<file path="src/hdl/b64_pkg.sv">
// Shared types, constants and alphabet functions for the Base64 codec.
// No dependencies; every other file of the codec but b64_checker.sv imports this package.
package b64_pkg;

    localparam int MAX_RESULTS = 4;
    localparam int CNT_W       = $clog2(MAX_RESULTS + 1);

    localparam logic [7:0] CHAR_PAD   = 8'h3D;  // '='
    localparam logic [7:0] CHAR_PLUS  = 8'h2B;  // '+'
    localparam logic [7:0] CHAR_SLASH = 8'h2F;  // '/'
    localparam logic [7:0] CHAR_UPPER = 8'h41;  // 'A'
    localparam logic [7:0] CHAR_LOWER = 8'h61;  // 'a'
    localparam logic [7:0] CHAR_DIGIT = 8'h30;  // '0'

    localparam logic DIR_ENCODE = 1'b0;
    localparam logic DIR_DECODE = 1'b1;

    typedef struct packed {
        logic [7:0] data;
        logic       err;
        logic       last;
    } out_word_t;

    typedef struct packed {
        logic                  load;
        logic [CNT_W-1:0]      count;
        out_word_t [MAX_RESULTS-1:0] words;
    } res_group_t;

    typedef struct packed {
        logic       valid;
        logic [5:0] value;
    } dec_val_t;

    // Map a six-bit value to its alphabet character.
    function automatic logic [7:0] enc_char(input logic [5:0] v);
        logic [7:0] r;
        if (v < 6'd26) begin
            r = CHAR_UPPER + 8'(v);
        end else if (v < 6'd52) begin
            r = CHAR_LOWER + 8'(v - 6'd26);
        end else if (v < 6'd62) begin
            r = CHAR_DIGIT + 8'(v - 6'd52);
        end else if (v == 6'd62) begin
            r = CHAR_PLUS;
        end else begin
            r = CHAR_SLASH;
        end
        return r;
    endfunction

    // Map a character back to its six-bit value; valid is low outside the alphabet.
    function automatic dec_val_t dec_char(input logic [7:0] c);
        dec_val_t r;
        r.valid = 1'b1;
        r.value = 6'd0;
        if (c >= CHAR_UPPER && c <= 8'h5A) begin
            r.value = 6'(c - CHAR_UPPER);
        end else if (c >= CHAR_LOWER && c <= 8'h7A) begin
            r.value = 6'(c - CHAR_LOWER) + 6'd26;
        end else if (c >= CHAR_DIGIT && c <= 8'h39) begin
            r.value = 6'(c - CHAR_DIGIT) + 6'd52;
        end else if (c == CHAR_PLUS) begin
            r.value = 6'd62;
        end else if (c == CHAR_SLASH) begin
            r.value = 6'd63;
        end else begin
            r.valid = 1'b0;
        end
        return r;
    endfunction

endpackage

</file>
<file path="src/hdl/base64_codec_unit.sv">
// Top level of the streaming Base64 codec (standard alphabet, '=' padding).
// Instantiates b64_core and b64_out_buf; types come from b64_pkg.
//
//   channel   ports                                        direction
//   -------   ------------------------------------------   ---------
//   input     s_valid s_ready s_data_in s_end_of_stream    in
//   result    m_valid m_ready m_data_out m_error_flag       out
//             m_last_of_run
//   config    cfg_valid cfg_ready cfg_direction            in
//
// An accepted word waits in the input register and is processed there once the result
// buffer can take its results; these are registered in the buffer and shown on m_*, one
// word per cycle while m_ready is high. Encoding is result channel bound (three input words
// give four results); decoding likewise takes one word per cycle. The four-word buffer sets the limit.
// Reset: synchronous, active low; clears the held word, the group, discard flag, direction and buffer count.
// Stalls: while the buffer drains, one more word is taken into the input register;
// a word that produces no result is processed without waiting for the buffer.
module base64_codec_unit (
    input  logic       aclk,
    input  logic       aresetn,
    // input words
    input  logic       s_valid,
    output logic       s_ready,
    input  logic [7:0] s_data_in,
    input  logic       s_end_of_stream,
    // result words
    output logic       m_valid,
    input  logic       m_ready,
    output logic [7:0] m_data_out,
    output logic       m_error_flag,
    output logic       m_last_of_run,
    // direction register write
    input  logic       cfg_valid,
    output logic       cfg_ready,
    input  logic       cfg_direction
);
    import b64_pkg::*;

    res_group_t grp;
    logic       out_free;

    // always take a direction write; writes only come while the block is idle is a rule for the user, not enforced here
    assign cfg_ready = 1'b1;

    // hold state, gather the group and build its result words
    b64_core u_core (
        .aclk            (aclk),
        .aresetn         (aresetn),
        .s_valid         (s_valid),
        .s_ready         (s_ready),
        .s_data_in       (s_data_in),
        .s_end_of_stream (s_end_of_stream),
        .cfg_valid       (cfg_valid),
        .cfg_direction   (cfg_direction),
        .out_free        (out_free),
        .grp             (grp)
    );

    // drain the finished group one word per cycle while m_ready is high
    b64_out_buf u_out (
        .aclk          (aclk),
        .aresetn       (aresetn),
        .grp           (grp),
        .out_free      (out_free),
        .m_valid       (m_valid),
        .m_ready       (m_ready),
        .m_data_out    (m_data_out),
        .m_error_flag  (m_error_flag),
        .m_last_of_run (m_last_of_run)
    );

endmodule

</file>
<file path="src/hdl/b64_core.sv">
// Input register, group state and per-word encode/decode logic of the codec.
// Depends on b64_pkg; hands finished result groups to b64_out_buf.
module b64_core (
    input  logic               aclk,
    input  logic               aresetn,
    input  logic               s_valid,
    output logic               s_ready,
    input  logic [7:0]         s_data_in,
    input  logic               s_end_of_stream,
    input  logic               cfg_valid,
    input  logic               cfg_direction,
    input  logic               out_free,
    output b64_pkg::res_group_t grp
);
    import b64_pkg::*;

    logic        in_valid_reg, in_valid_next;
    logic [7:0]  in_data_reg;
    logic        in_eos_reg;
    logic        dir_reg;
    logic [23:0] group_reg, group_next;
    logic [1:0]  fill_reg, fill_next;
    logic [1:0]  pad_reg, pad_next;
    logic        disc_reg, disc_next;

    logic        fire;
    logic        s_fire;
    res_group_t  res;

    always_comb begin
        logic [1:0]  fe;
        logic [2:0]  f1;
        logic [23:0] gnew;
        logic [1:0]  pnew;
        logic [1:0]  nbytes;
        logic        is_pad;
        logic        bad;
        dec_val_t    dv;

        fe     = (fill_reg == 2'd3) ? 2'd2 : fill_reg;
        f1     = 3'd0;
        gnew   = group_reg;
        pnew   = pad_reg;
        nbytes = 2'd0;
        is_pad = (in_data_reg == CHAR_PAD);
        bad    = 1'b0;
        dv     = dec_char(in_data_reg);

        group_next = group_reg;
        fill_next  = fill_reg;
        pad_next   = pad_reg;
        disc_next  = disc_reg;
        res.load   = 1'b0;
        res.count  = '0;
        res.words  = '0;

        if (disc_reg) begin
            // drop the word; a stream end closes the discard run
            if (in_eos_reg) begin
                disc_next = 1'b0;
            end
        end else if (dir_reg == DIR_ENCODE) begin
            unique case (fe)
                2'd0:    gnew = group_reg | {in_data_reg, 16'h0000};
                2'd1:    gnew = group_reg | {8'h00, in_data_reg, 8'h00};
                default: gnew = group_reg | {16'h0000, in_data_reg};
            endcase
            f1 = 3'(fe) + 3'd1;
            if (f1 < 3'd3 && !in_eos_reg) begin
                group_next = gnew;
                fill_next  = f1[1:0];
            end else begin
                res.count = CNT_W'(MAX_RESULTS);
                for (int k = 0; k < MAX_RESULTS; k++) begin
                    res.words[k].data = (3'(k) <= f1) ? enc_char(gnew[6'(23 - 6*k) -: 6])
                                                      : CHAR_PAD;
                    res.words[k].err  = 1'b0;
                    res.words[k].last = (k == MAX_RESULTS - 1);
                end
                group_next = '0;
                fill_next  = '0;
                pad_next   = '0;
            end
        end else begin
            if (is_pad) begin
                bad  = (fill_reg < 2'd2);
                pnew = pad_reg + 2'd1;
                gnew = {group_reg[17:0], 6'd0};
            end else begin
                bad  = !dv.valid || (pad_reg != 2'd0);
                gnew = {group_reg[17:0], dv.value};
            end
            if (!bad) begin
                if (fill_reg != 2'd3) begin
                    // stream ending mid-group is an error
                    bad        = in_eos_reg;
                    group_next = gnew;
                    fill_next  = fill_reg + 2'd1;
                    pad_next   = pnew;
                end else if (pnew != 2'd0 && !in_eos_reg) begin
                    bad = 1'b1;
                end else begin
                    nbytes    = 2'd3 - pnew;
                    res.count = CNT_W'(nbytes);
                    res.words[0].data = gnew[23:16];
                    res.words[1].data = gnew[15:8];
                    res.words[2].data = gnew[7:0];
                    res.words[0].last = (nbytes == 2'd1);
                    res.words[1].last = (nbytes == 2'd2);
                    res.words[2].last = (nbytes == 2'd3);
                    group_next = '0;
                    fill_next  = '0;
                    pad_next   = '0;
                end
            end
            if (bad) begin
                res.count         = CNT_W'(1);
                res.words         = '0;
                res.words[0].err  = 1'b1;
                res.words[0].last = 1'b1;
                group_next        = '0;
                fill_next         = '0;
                pad_next          = '0;
                disc_next         = !in_eos_reg;
            end
        end
    end

    // process the held word at once if it gives no result, else once the result buffer can take its group
    assign fire     = in_valid_reg && (res.count == '0 || out_free);
    assign s_ready  = !in_valid_reg || fire;
    assign s_fire   = s_valid && s_ready;
    assign in_valid_next = s_fire ? 1'b1 : (fire ? 1'b0 : in_valid_reg);

    always_comb begin
        grp      = res;
        grp.load = fire && (res.count != '0);
    end

    always_ff @(posedge aclk) begin
        if (!aresetn) begin
            in_valid_reg <= 1'b0;
            dir_reg      <= DIR_ENCODE;
            group_reg    <= '0;
            fill_reg     <= '0;
            pad_reg      <= '0;
            disc_reg     <= 1'b0;
        end else begin
            in_valid_reg <= in_valid_next;
            if (cfg_valid) begin
                dir_reg   <= cfg_direction;
                group_reg <= '0;
                fill_reg  <= '0;
                pad_reg   <= '0;
                disc_reg  <= 1'b0;
            end else if (fire) begin
                group_reg <= group_next;
                fill_reg  <= fill_next;
                pad_reg   <= pad_next;
                disc_reg  <= disc_next;
            end
        end
    end

    always_ff @(posedge aclk) begin
        if (s_fire) begin
            in_data_reg <= s_data_in;
            in_eos_reg  <= s_end_of_stream;
        end
    end

endmodule

</file>
<file path="src/hdl/b64_out_buf.sv">
// Result buffer: holds one group of up to four words and shifts them out.
// Depends on b64_pkg; fed by b64_core.
module b64_out_buf (
    input  logic               aclk,
    input  logic               aresetn,
    input  b64_pkg::res_group_t grp,
    output logic               out_free,
    output logic               m_valid,
    input  logic               m_ready,
    output logic [7:0]         m_data_out,
    output logic               m_error_flag,
    output logic               m_last_of_run
);
    import b64_pkg::*;

    out_word_t [MAX_RESULTS-1:0] words_reg, words_next;
    logic [CNT_W-1:0]            cnt_reg, cnt_next;
    logic                        pop;

    assign m_valid  = (cnt_reg != '0);
    assign pop      = m_valid && m_ready;
    assign out_free = (cnt_reg == '0) || (cnt_reg == CNT_W'(1) && m_ready);

    assign m_data_out    = words_reg[0].data;
    assign m_error_flag  = words_reg[0].err;
    assign m_last_of_run = words_reg[0].last;

    always_comb begin
        words_next = words_reg;
        cnt_next   = cnt_reg;
        if (grp.load) begin
            words_next = grp.words;
            cnt_next   = grp.count;
        end else if (pop) begin
            for (int i = 0; i < MAX_RESULTS - 1; i++) begin
                words_next[i] = words_reg[i+1];
            end
            words_next[MAX_RESULTS-1] = '0;
            cnt_next = cnt_reg - CNT_W'(1);
        end
    end

    always_ff @(posedge aclk) begin
        if (!aresetn) begin
            cnt_reg <= '0;
        end else begin
            cnt_reg <= cnt_next;
        end
    end

    always_ff @(posedge aclk) begin
        words_reg <= words_next;
    end

endmodule

</file>
<file path="config.mk">
export PLATFORM = sky130hd
export DESIGN_NAME = base64_codec_unit
export DESIGN_NICKNAME = d
export VERILOG_FILES = /design/src/hdl/b64_pkg.sv /design/src/hdl/base64_codec_unit.sv /design/src/hdl/b64_core.sv /design/src/hdl/b64_out_buf.sv
export SDC_FILE = /design/constraint.sdc
export NUM_CORES = 1
export LEC_CHECK = 0
export BUFFER_PORTS_ARGS = -buffer_cell sky130_fd_sc_hd__buf_4
export CORE_MARGIN = 2
export CORE_UTILIZATION = 50
export DETAILED_ROUTE_END_ITERATION = 8
export GPL_TIMING_DRIVEN = 0
export PLACE_DENSITY = 0.67
export SYNTH_ARGS = -nofsm -noshare
export SYNTH_HDL_FRONTEND = slang
export SYNTH_HIERARCHICAL = 1
export SYNTH_SLANG_ARGS = --single-unit
</file>
<file path="constraint.sdc">
create_clock -name aclk -period 4.82 [get_ports aclk]
set_clock_uncertainty 0.1 [all_clocks]
set_input_delay 0 -clock aclk [delete_from_list [all_inputs] [get_ports aclk]]
set_output_delay 0 -clock aclk [all_outputs]
set_load 0.005 [all_outputs]
</file>
* Yosys cells after proc, flatten, opt, wreduce, memory -nomap -nowiden
Index checks and enable logic that the tools add are counted.
W data, S select, Z words.
** Word-level totals
- Register bits after elaboration :: 83
** Cells by class
- $lt $le $gt $ge :: 24
- Reduce and logical (&&, ||, !) cells :: 29
- Equal/unequal tests :: 17
- Multiplexer cells :: 92
- Bitwise operators :: 5
- Add/sub/neg operators :: 30
** Operators with widths (count)
- $mux W24 :: 8
- $mux W43 :: 4
- $mux W8 :: 19
- $mux W40 :: 2
- $mux W9 :: 6
- $lt A6 B6 Y1 const B :: 8
- $pmux W24 S2 :: 1
- $mux W6 :: 6
- $add A6 B8 Y8 const A :: 4
- $add A7 B6 Y8 const A :: 4
- $add A7 B8 Y8 const A :: 4
- $mux W2 :: 16
- $sub A6 B5 Y7 const B :: 4
- $sub A6 B6 Y7 const B :: 4
- $eq A6 B6 Y1 const B :: 4
- $eq A8 B6 Y1 const B :: 3
- $lt A6 B5 Y1 const B :: 4
- $mux W3 :: 8
- $or A24 B16 Y24 :: 1
- $or A24 B24 Y24 :: 1
- $or A24 B8 Y24 :: 1
- $mux W1 :: 22
- $ge A8 B7 Y1 const B :: 2
- $le A8 B7 Y1 const B :: 2
- 32 further kinds :: 59

* Logic depth before layout (Yosys ltp)
Gate-level depths: netlist (run 1).
- Word-level depth :: 23
- Depth in mapped cells :: 16

* By module
The synthesis (run 1) kept the hierarchy.
** Modules (own cells, without submodules)
- b64_core :: cells each 739, instances 1, area an instance 5630.4 µm², seq. area each 890.9 µm²
- b64_out_buf :: cells each 121, instances 1, area an instance 1944.4 µm², seq. area each 1261.2 µm²
- base64_codec_unit :: cells each 2, instances 1, area an instance 11.3 µm², seq. area each 0.0 µm²

* Worst setup path after synthesis (run 1)
OpenSTA, ideal clock, no wires.
- Path type :: reg2reg
- Start point :: register u_core.in_data_reg[2]
- End point :: register u_out.words_reg, in the netlist u_out/m_data_out[0], enable pin
- Arrival :: 3.545 ns
- Clock period less this slack :: 4.043 ns
- Slack :: 0.777 ns
- Data required time :: 4.322 ns
- Cell stages (with the launch flop) :: 14
- Library setup time :: 0.398 ns
- Cell sequence :: edfxtp_1 > buf_2 > inv_1 > ha_1 > nor2b_1 > a2bb2oi_1 > o21ai_1 > o31ai_4 > a211o_1 > buf_4 > and3_1 > buf_6 > inv_1 > nand2_1
** RTL lines
- start: declaration :: RTL line b64_core.sv:18 : logic [7:0] in_data_reg;
- start signal: assignment :: RTL line b64_core.sv:167 : in_data_reg <= s_data_in;
- end signal: assignment :: RTL line b64_out_buf.sv:52 : words_reg <= words_next;
- end: declaration :: RTL line b64_out_buf.sv:16 : out_word_t [MAX_RESULTS-1:0] words_reg, words_next;

==> reports/summary.txt, run 1 <==
status -> completed
First DRT Iteration DRCs -> 621
Min Clock Period, post-route -> 4.37 ns
layout cells sized above 1 -> 15.5%
Setup WS pre-CTS -> 0.396 ns
post-synthesis sequential area ratio -> 28.4%
Num CTS Buffers -> 9
PwrDens -> 344 nW/um2
CP max FO -> 10
Antenna diodes -> 0
relative slew slack -> 37.6%
dpl hpwl -> 16200 um
vias in the first global route -> 6539
Multi-input gate area -> 4880 um2
met2 Usage GRT -> 42.5%
Worst setup SP type -> register
most used routing layer -> met2
Top FF cell, synth -> edfxtp_1
DRT Pass-1 Iters -> 5
Int Power -> 1.81 mW
Hold Fails Final Rpt -> 0
Clock power frac -> 23.9%
largest net degree at the start of global routing -> 41
post-route worst setup slack -> 0.453 ns
num ports -> 28
vias per inst -> 6.26
via count -> 6950
Core ar. -> 15000 um2
Yosys cell types -> 88
Initial Util -> 50.5%
Crit Path Class -> reg2reg
RD Place Congestion -> 0.951
Syn Std Cell Area -> 7590 um2
Slew @ Worst Pin -> 0.930 ns
FMAX -> 229 MHz
met3 Use GR -> 4.77%
full die area -> 16200 um2
Worst EP arrival -> 4.38 ns
combinational group share of total power -> 42.0%
Synth Register Bits -> 83
final setup vio count -> 0
synthesis-to-finish area growth -> 12.0%
sequential share of power -> 34.1%
Slew Viols, Final -> 0
Clock Latency Late Sink -> 0.35 ns
Yosys Warn Count -> 6
sw frac -> 38.1%
Max rail drop VDD -> 247 uV
# H-tree levels -> 3
cells after synthesis -> 862
fin util -> 56.5%
GR Util met1 -> 37.6%
Post-synth EDFFs -> 49
Remaining Overflow, GRT -> 0
Reg area -> 2150 um2
Die Y -> 127 um
Sink Count -> 83
clock buffer depth -> 2
RSZ-0062 raised after global routing -> no
Net Sw Power -> 1.11 mW
worst hold path type -> in2reg
# fillers -> 1390
Overall Power -> 2.93 mW
commonest non-fill, non-tap cell in the layout -> nand2_1
Post-synth ARST share -> 0%
Hold WS -> 0.209 ns
GRT Resource Usage Total -> 27.8%
CTS tree -> done
Critical Path RT -> 4.83 ns
drt drc -> 0
first-pass GRT wire length -> 35100 um
Max Cap Viol -> 0
Final ANT Viol Nets -> 0
site row count -> 45
Final nets -> 991
PortBufs -> 26
Syn Area/Cell -> 8.80 um2
initial antenna violation count -> 0
max FFs per register -> 30
DR WL/cell -> 19.6 um
Worst-path clk slew -> 0.07 ns
die width -> 127 um
Lkg Pwr -> 3.15 nW
Root Buffer -> clkbuf_16
final WL -> 21800 um
CP Capture Type -> register
period utilisation layout -> 90.6%
most frequent cells in the layout -> 74 x nand2_1, 58 x ha_1, 55 x a21oi_1, 53 x inv_1, 49 x edfxtp_1
## synth_stat cells, drive strengths merged (3+ instances only)
library cell	instances	area (um2)
xnor2	26	228
a22oi	3	41.3
mux2i	16	160
a32o	6	60.1
o22ai	34	213
nand3	23	115
or2	3	18.8
clkbuf	27	101
ha	58	726
and3	9	57.6
o211a	3	30.0
o21ai	41	220
nor3b	4	30.0
a211oi	39	375
nand2b	8	57.6
xor2	17	149
nor3	11	55.1
and2	13	81.3
a311oi	4	52.6
a22o	6	52.6
edfxtp	49	1470
a211o	4	35.0
or4	5	37.5
nand2	75	282
o2111ai	10	87.6
o211ai	9	67.6
a31oi	5	31.3
nor2	43	161
inv	55	206
nor4	9	56.3
mux2	30	338
o21a	6	45.0
dfxtp	34	681
o31a	4	35.0
a21o	8	60.1
o41ai	4	42.6
nor2b	15	93.8
or3	5	36.3
a221oi	4	35.0
o221ai	4	35.0
o31ai	10	93.8
a21oi	56	284
buf	37	258
## area by class of cell
cell class	instances	share of cell area (%)
multi-input combinational	662	57.5
sequential	83	25.3
timing repair buffer	43	4.30
buffer	64	4.23
tap	188	2.77
clock buffer	9	2.65
inverter	55	2.43
clock inverter	7	0.781
## power groups by stage
stage / clock network (mW) / logic, mW / registers [mW]
6_report: 0.699 / 1.23 / 0.996
4_1_cts: 0.711 / 1.22 / 1.00
5_1_grt: 0.742 / 1.35 / 1.01
3_5_place_dp: 0 / 1.19 / 1.02
3_3_place_gp: 0 / 1.18 / 1.01
2_1_floorplan: 0 / 0.879 / 1.00
## routing by layer
layer	up-vias	part of all wire [%]	wire (um)
li1	3313	-	-
met1	3239	43	9420
met2	323	45	9740
met3	75	7.2	1560
met4	0	4.9	1080
met5	-	0	0
## kinds of logic (layout without fill, tap and decap cells)
family	Yosys count	after routing	share of synthesized area, %
AND/OR/NAND/NOR	234	234	15.7
adder cells (fa/ha/maj)	58	58	9.57
XOR/XNOR	43	43	4.96
flip-flops	83	83	28.4
buffers and inverters	119	178	7.46
multiplexers	46	46	6.56
AO/OA/AOI/OAI	277	277	27.3
other	2	4	0.0990
## critical path, cell delays in order, from the launching register on
cell and delay [ns]:
dfxtp_1 0.32, buf_2 0.20, inv_1 0.15, ha_1 0.24, buf_2 0.20, nor2_1 0.22, buf_2 0.28, a22o_1 0.34
inv_1 0.19, ha_1 0.28, xnor2_1 0.30, nand3b_1 0.17, a21oi_1 0.14, o22ai_1 0.09, a221oi_1 0.39, o32ai_1 0.19
mux2_2 0.32
## through the flow
step	std cells	TNS, ns	cell area [um2]
floorplan	864	0	7590
global placement	1078	-6.50	8020
detailed placement	1078	0	8030
CTS	1111	0	8490
global route	1111	0	8490
finish	1111	0	8490
## path summary, 6_finish.rpt
path	cells past startpoint	slack, ns	startpoint	endpoint
worst max-delay path	16	0.45	u_core/fill_reg[1]$_SDFFE_PP0P_	u_out/words_reg[28]$_DFFE_PP_
worst min-delay path	5	0.21	cfg_valid	u_core/group_reg[23]$_SDFFE_PP0P_
worst max register to register	16	0.45	u_core/fill_reg[1]$_SDFFE_PP0P_	u_out/words_reg[28]$_DFFE_PP_
worst min register to register	2	0.36	u_core/group_reg[22]$_SDFFE_PP0P_	u_core/group_reg[22]$_SDFFE_PP0P_
## timing repair
| action | in CTS | in global routing |
|---|---|---|
| hold buffers | 17 | 0 |
| setup endpoints to repair | 0 | 40 |
| gates resized for setup | 0 | 1 |
| hold endpoints to repair | 14 | 0 |
| setup buffers | 0 | 0 |
(Power assumes the default switching activity.)
==> run 2: changes to the inputs <==
Settings changed: PLACE_DENSITY 0.67 to 0.69.
Clock period 4.82 ns to 3.5 ns, I/O delays scaled along.
==> run 2 against run 1 <==
Compared with the run above:
- power rose by 51%
- routed wire length increased by 9.9%
- clock power increased by 39%
- via count is 7.0% higher
- fmax increased by 27%
- non-clock buffer count increased by 37
- final area rose by 11%
- worst setup slack got worse by 0.40 ns
- clock-buffer cell count did not move
- critical path depth decreased by 3
- die area stayed put
- largest cell class unchanged
==> reports/summary.txt, run 2 (synthesized netlist as in run 1, its figures left out) <==
status -> completed
First DRT Iteration DRCs -> 859 (+38%)
FMAX -> 290 MHz (+27%)
largest net degree at the start of global routing -> 21 (-49%)
commonest non-fill, non-tap cell in the layout -> buf_4
DRT Pass-1 Iters -> 6 (+1)
Hold WS -> 0.211 ns (+0.00251 ns)
first-pass GRT wire length -> 37300 um (+6.3%)
Critical Path RT -> 3.51 ns (-1.32 ns)
Min Clock Period, post-route -> 3.45 ns (-0.917 ns)
Max rail drop VDD -> 409 uV (+65%)
Worst setup SP type -> register
Core ar. -> 15000 um2 (unchanged)
initial antenna violation count -> 0 (unchanged)
Critical Path Most Common Cell -> buf_6
Root Buffer -> clkbuf_16
sw frac -> 38.5% (+0.41 points)
Worst EP arrival -> 3.46 ns (-0.92 ns)
slowest CP cell -> edfxtp_1
combinational group share of total power -> 46.9% (+4.9 points)
via count -> 7435 (+7.0%)
Sink Count -> 83 (unchanged)
relative slew slack -> 44.6% (+7.0 points)
# fillers -> 1274 (-8.3%)
setup TNS -> 0 ns (unchanged)
Clock power frac -> 22.0% (-1.9 points)
Crit Path Class -> reg2reg
final WL -> 24000 um (+9.9%)
CP bufs+invs -> 5 (unchanged)
most frequent cells in the layout -> 75 x buf_4, 72 x nand2_1, 50 x ha_1, 49 x a21oi_1, 49 x edfxtp_1
drt drc -> 0 (unchanged)
Top Family by Delay on Critical Path -> compound AO/OA/AOI/OAI gates
vias in the first global route -> 6966 (+6.5%)
Max Cap Viol -> 0 (unchanged)
Placed Instance Area -> 8070 um2 (+0.48%)
Reg area -> 2150 um2 (+0.12%)
CTS tree -> done
period utilisation layout -> 98.6% (+8.0 points)
Die Y -> 127 um (unchanged)
Final nets -> 1031 (+4.0%)
Initial Util -> 50.5% (unchanged)
final setup vio count -> 0 (unchanged)
cell breakdown of the critical path -> buf_6, buf_6, ha_4, and3b_2, a2111oi_4, nor3_2, o31ai_4, a211o_1, buf_6, and3_4, buf_12, buf_4, mux2_2
Net Sw Power -> 1.71 mW (+53%)
Remaining Overflow, GRT -> 0 (unchanged)
Antenna diodes -> 0 (unchanged)
Clock Latency Late Sink -> 0.36 ns (about the same)
Overall Power -> 4.43 mW (+51%)
clock buffer depth -> 2 (unchanged)
CP max FO -> 8 (-2)
full die area -> 16200 um2 (unchanged)
Slew @ Worst Pin -> 0.828 ns (-0.101 ns)
die width -> 127 um (unchanged)
CP Capture Type -> register
fin area -> 9460 um2 (+11%)
max FFs per register -> 30 (unchanged)
layout cells sized above 1 -> 25.9% (+10 points)
Lkg Pwr -> 3.61 nW (+15%)
Int Power -> 2.72 mW (+50%)
site row count -> 45 (unchanged)
PwrDens -> 468 nW/um2 (+36%)
sequential share of power -> 31.1% (-3.0 points)
Hold Fails Final Rpt -> 0 (unchanged)
CP max stage delay -> 0.44 ns (+0.05 ns)
DR WL/cell -> 20.8 um (+6.1%)
PortBufs -> 26 (unchanged)
GRT Resource Usage Total -> 29.4% (+1.7 points)
vias per inst -> 6.46 (+3.3%)
synthesis-to-finish area growth -> 24.7%
Slew Viols, Final -> 0 (unchanged)
dpl hpwl -> 16300 um (+1.1%)
Num CTS Buffers -> 9 (unchanged)
RD Place Congestion -> 0.979 (+2.9%)
num ports -> 28 (unchanged)
# H-tree levels -> 3 (unchanged)
worst hold path type -> in2reg
RSZ-0062 raised after global routing -> yes
Final ANT Viol Nets -> 0 (unchanged)
Multi-input gate area -> 5380 um2 (+10%)
Worst-path clk slew -> 0.07 ns (about the same)
-- run 2: changes by cell type in the layout (fill, tap and decap cells not counted), moves of 6 or more --
cell	before	now
buf_12	0	7
inv_1	53	45
mux2_2	30	3
clkbuf_1	27	16
buf_4	42	75
ha_1	58	50
clkbuf_2	0	8
a21oi_1	55	49
mux2_4	0	27
-- run 2: worst paths after layout --
path	startpoint	end	slack, ns	cells after the start
setup reg to reg	u_core/in_data_reg[3]$_DFFE_PP_	u_out/words_reg[29]$_DFFE_PP_	0.05	13
hold reg to reg	u_core/group_reg[20]$_SDFFE_PP0P_	u_core/group_reg[20]$_SDFFE_PP0P_	0.36	2
setup / recovery	u_core/in_data_reg[3]$_DFFE_PP_	u_out/words_reg[29]$_DFFE_PP_	0.05	13
hold / removal	cfg_valid	u_core/group_reg[1]$_SDFFE_PP0P_	0.21	5
-- run 2: tightest hold or removal path: cells and delay by family --
family,cells,cell delay [ns]
muxes,1,0.06
and+or+nand+nor,2,0.20
buffers and inverters,2,0.35
-- run 2: per-stage QoR --
stage | utilization, % | cells | setup WS (ns)
finish | 62.9 | 1151 | 0.0501
global route | 62.9 | 1151 | -0.0394
floorplan | - | 864 | 0.0292
global placement | 53.6 | 1078 | -0.693
detailed placement | 53.6 | 1078 | -0.726
CTS | 59.8 | 1133 | -0.0109
-- run 2: power groups by stage --
stage,clock network (mW),logic [mW],registers (mW)
finish,0.974,2.08,1.38
global route,1.02,2.23,1.40
CTS,0.985,1.84,1.37
detailed placement,0,1.66,1.40
global placement,0,1.65,1.39
floorplan,0,1.23,1.37
-- run 2: area by class of cell --
class | instances | share of cell area (%)
flip-flops and latches | 83 | 22.8
multi-input cells | 665 | 56.9
plain buffers | 63 | 5.03
repair buffers | 81 | 7.41
clock inverters | 7 | 0.701
inverters | 55 | 2.34
well taps | 188 | 2.49
clock buffers | 9 | 2.38
-- run 2: what timing repair did --
| item | in CTS | in global routing |
|---|---|---|
| resized for setup | 67 | 79 |
| endpoints found under the setup margin | 99 | 91 |
| cloned | 2 | 3 |
| endpoints found under the hold margin | 14 | 0 |
| buffers inserted | 22 | 16 |
| hold buffers | 15 | 0 |
| pin swaps | 13 | 17 |
-- run 2: routing by layer --
layer | vias up | track usage [%] | share of wire, %
met3 | 102 | 4.02 | 7.2
met1 | 3510 | 38.8 | 41
met5 | - | 0 | 0
met4 | 0 | 18.0 | 6.5
li1 | 3420 | - | -
met2 | 403 | 45.9 | 45
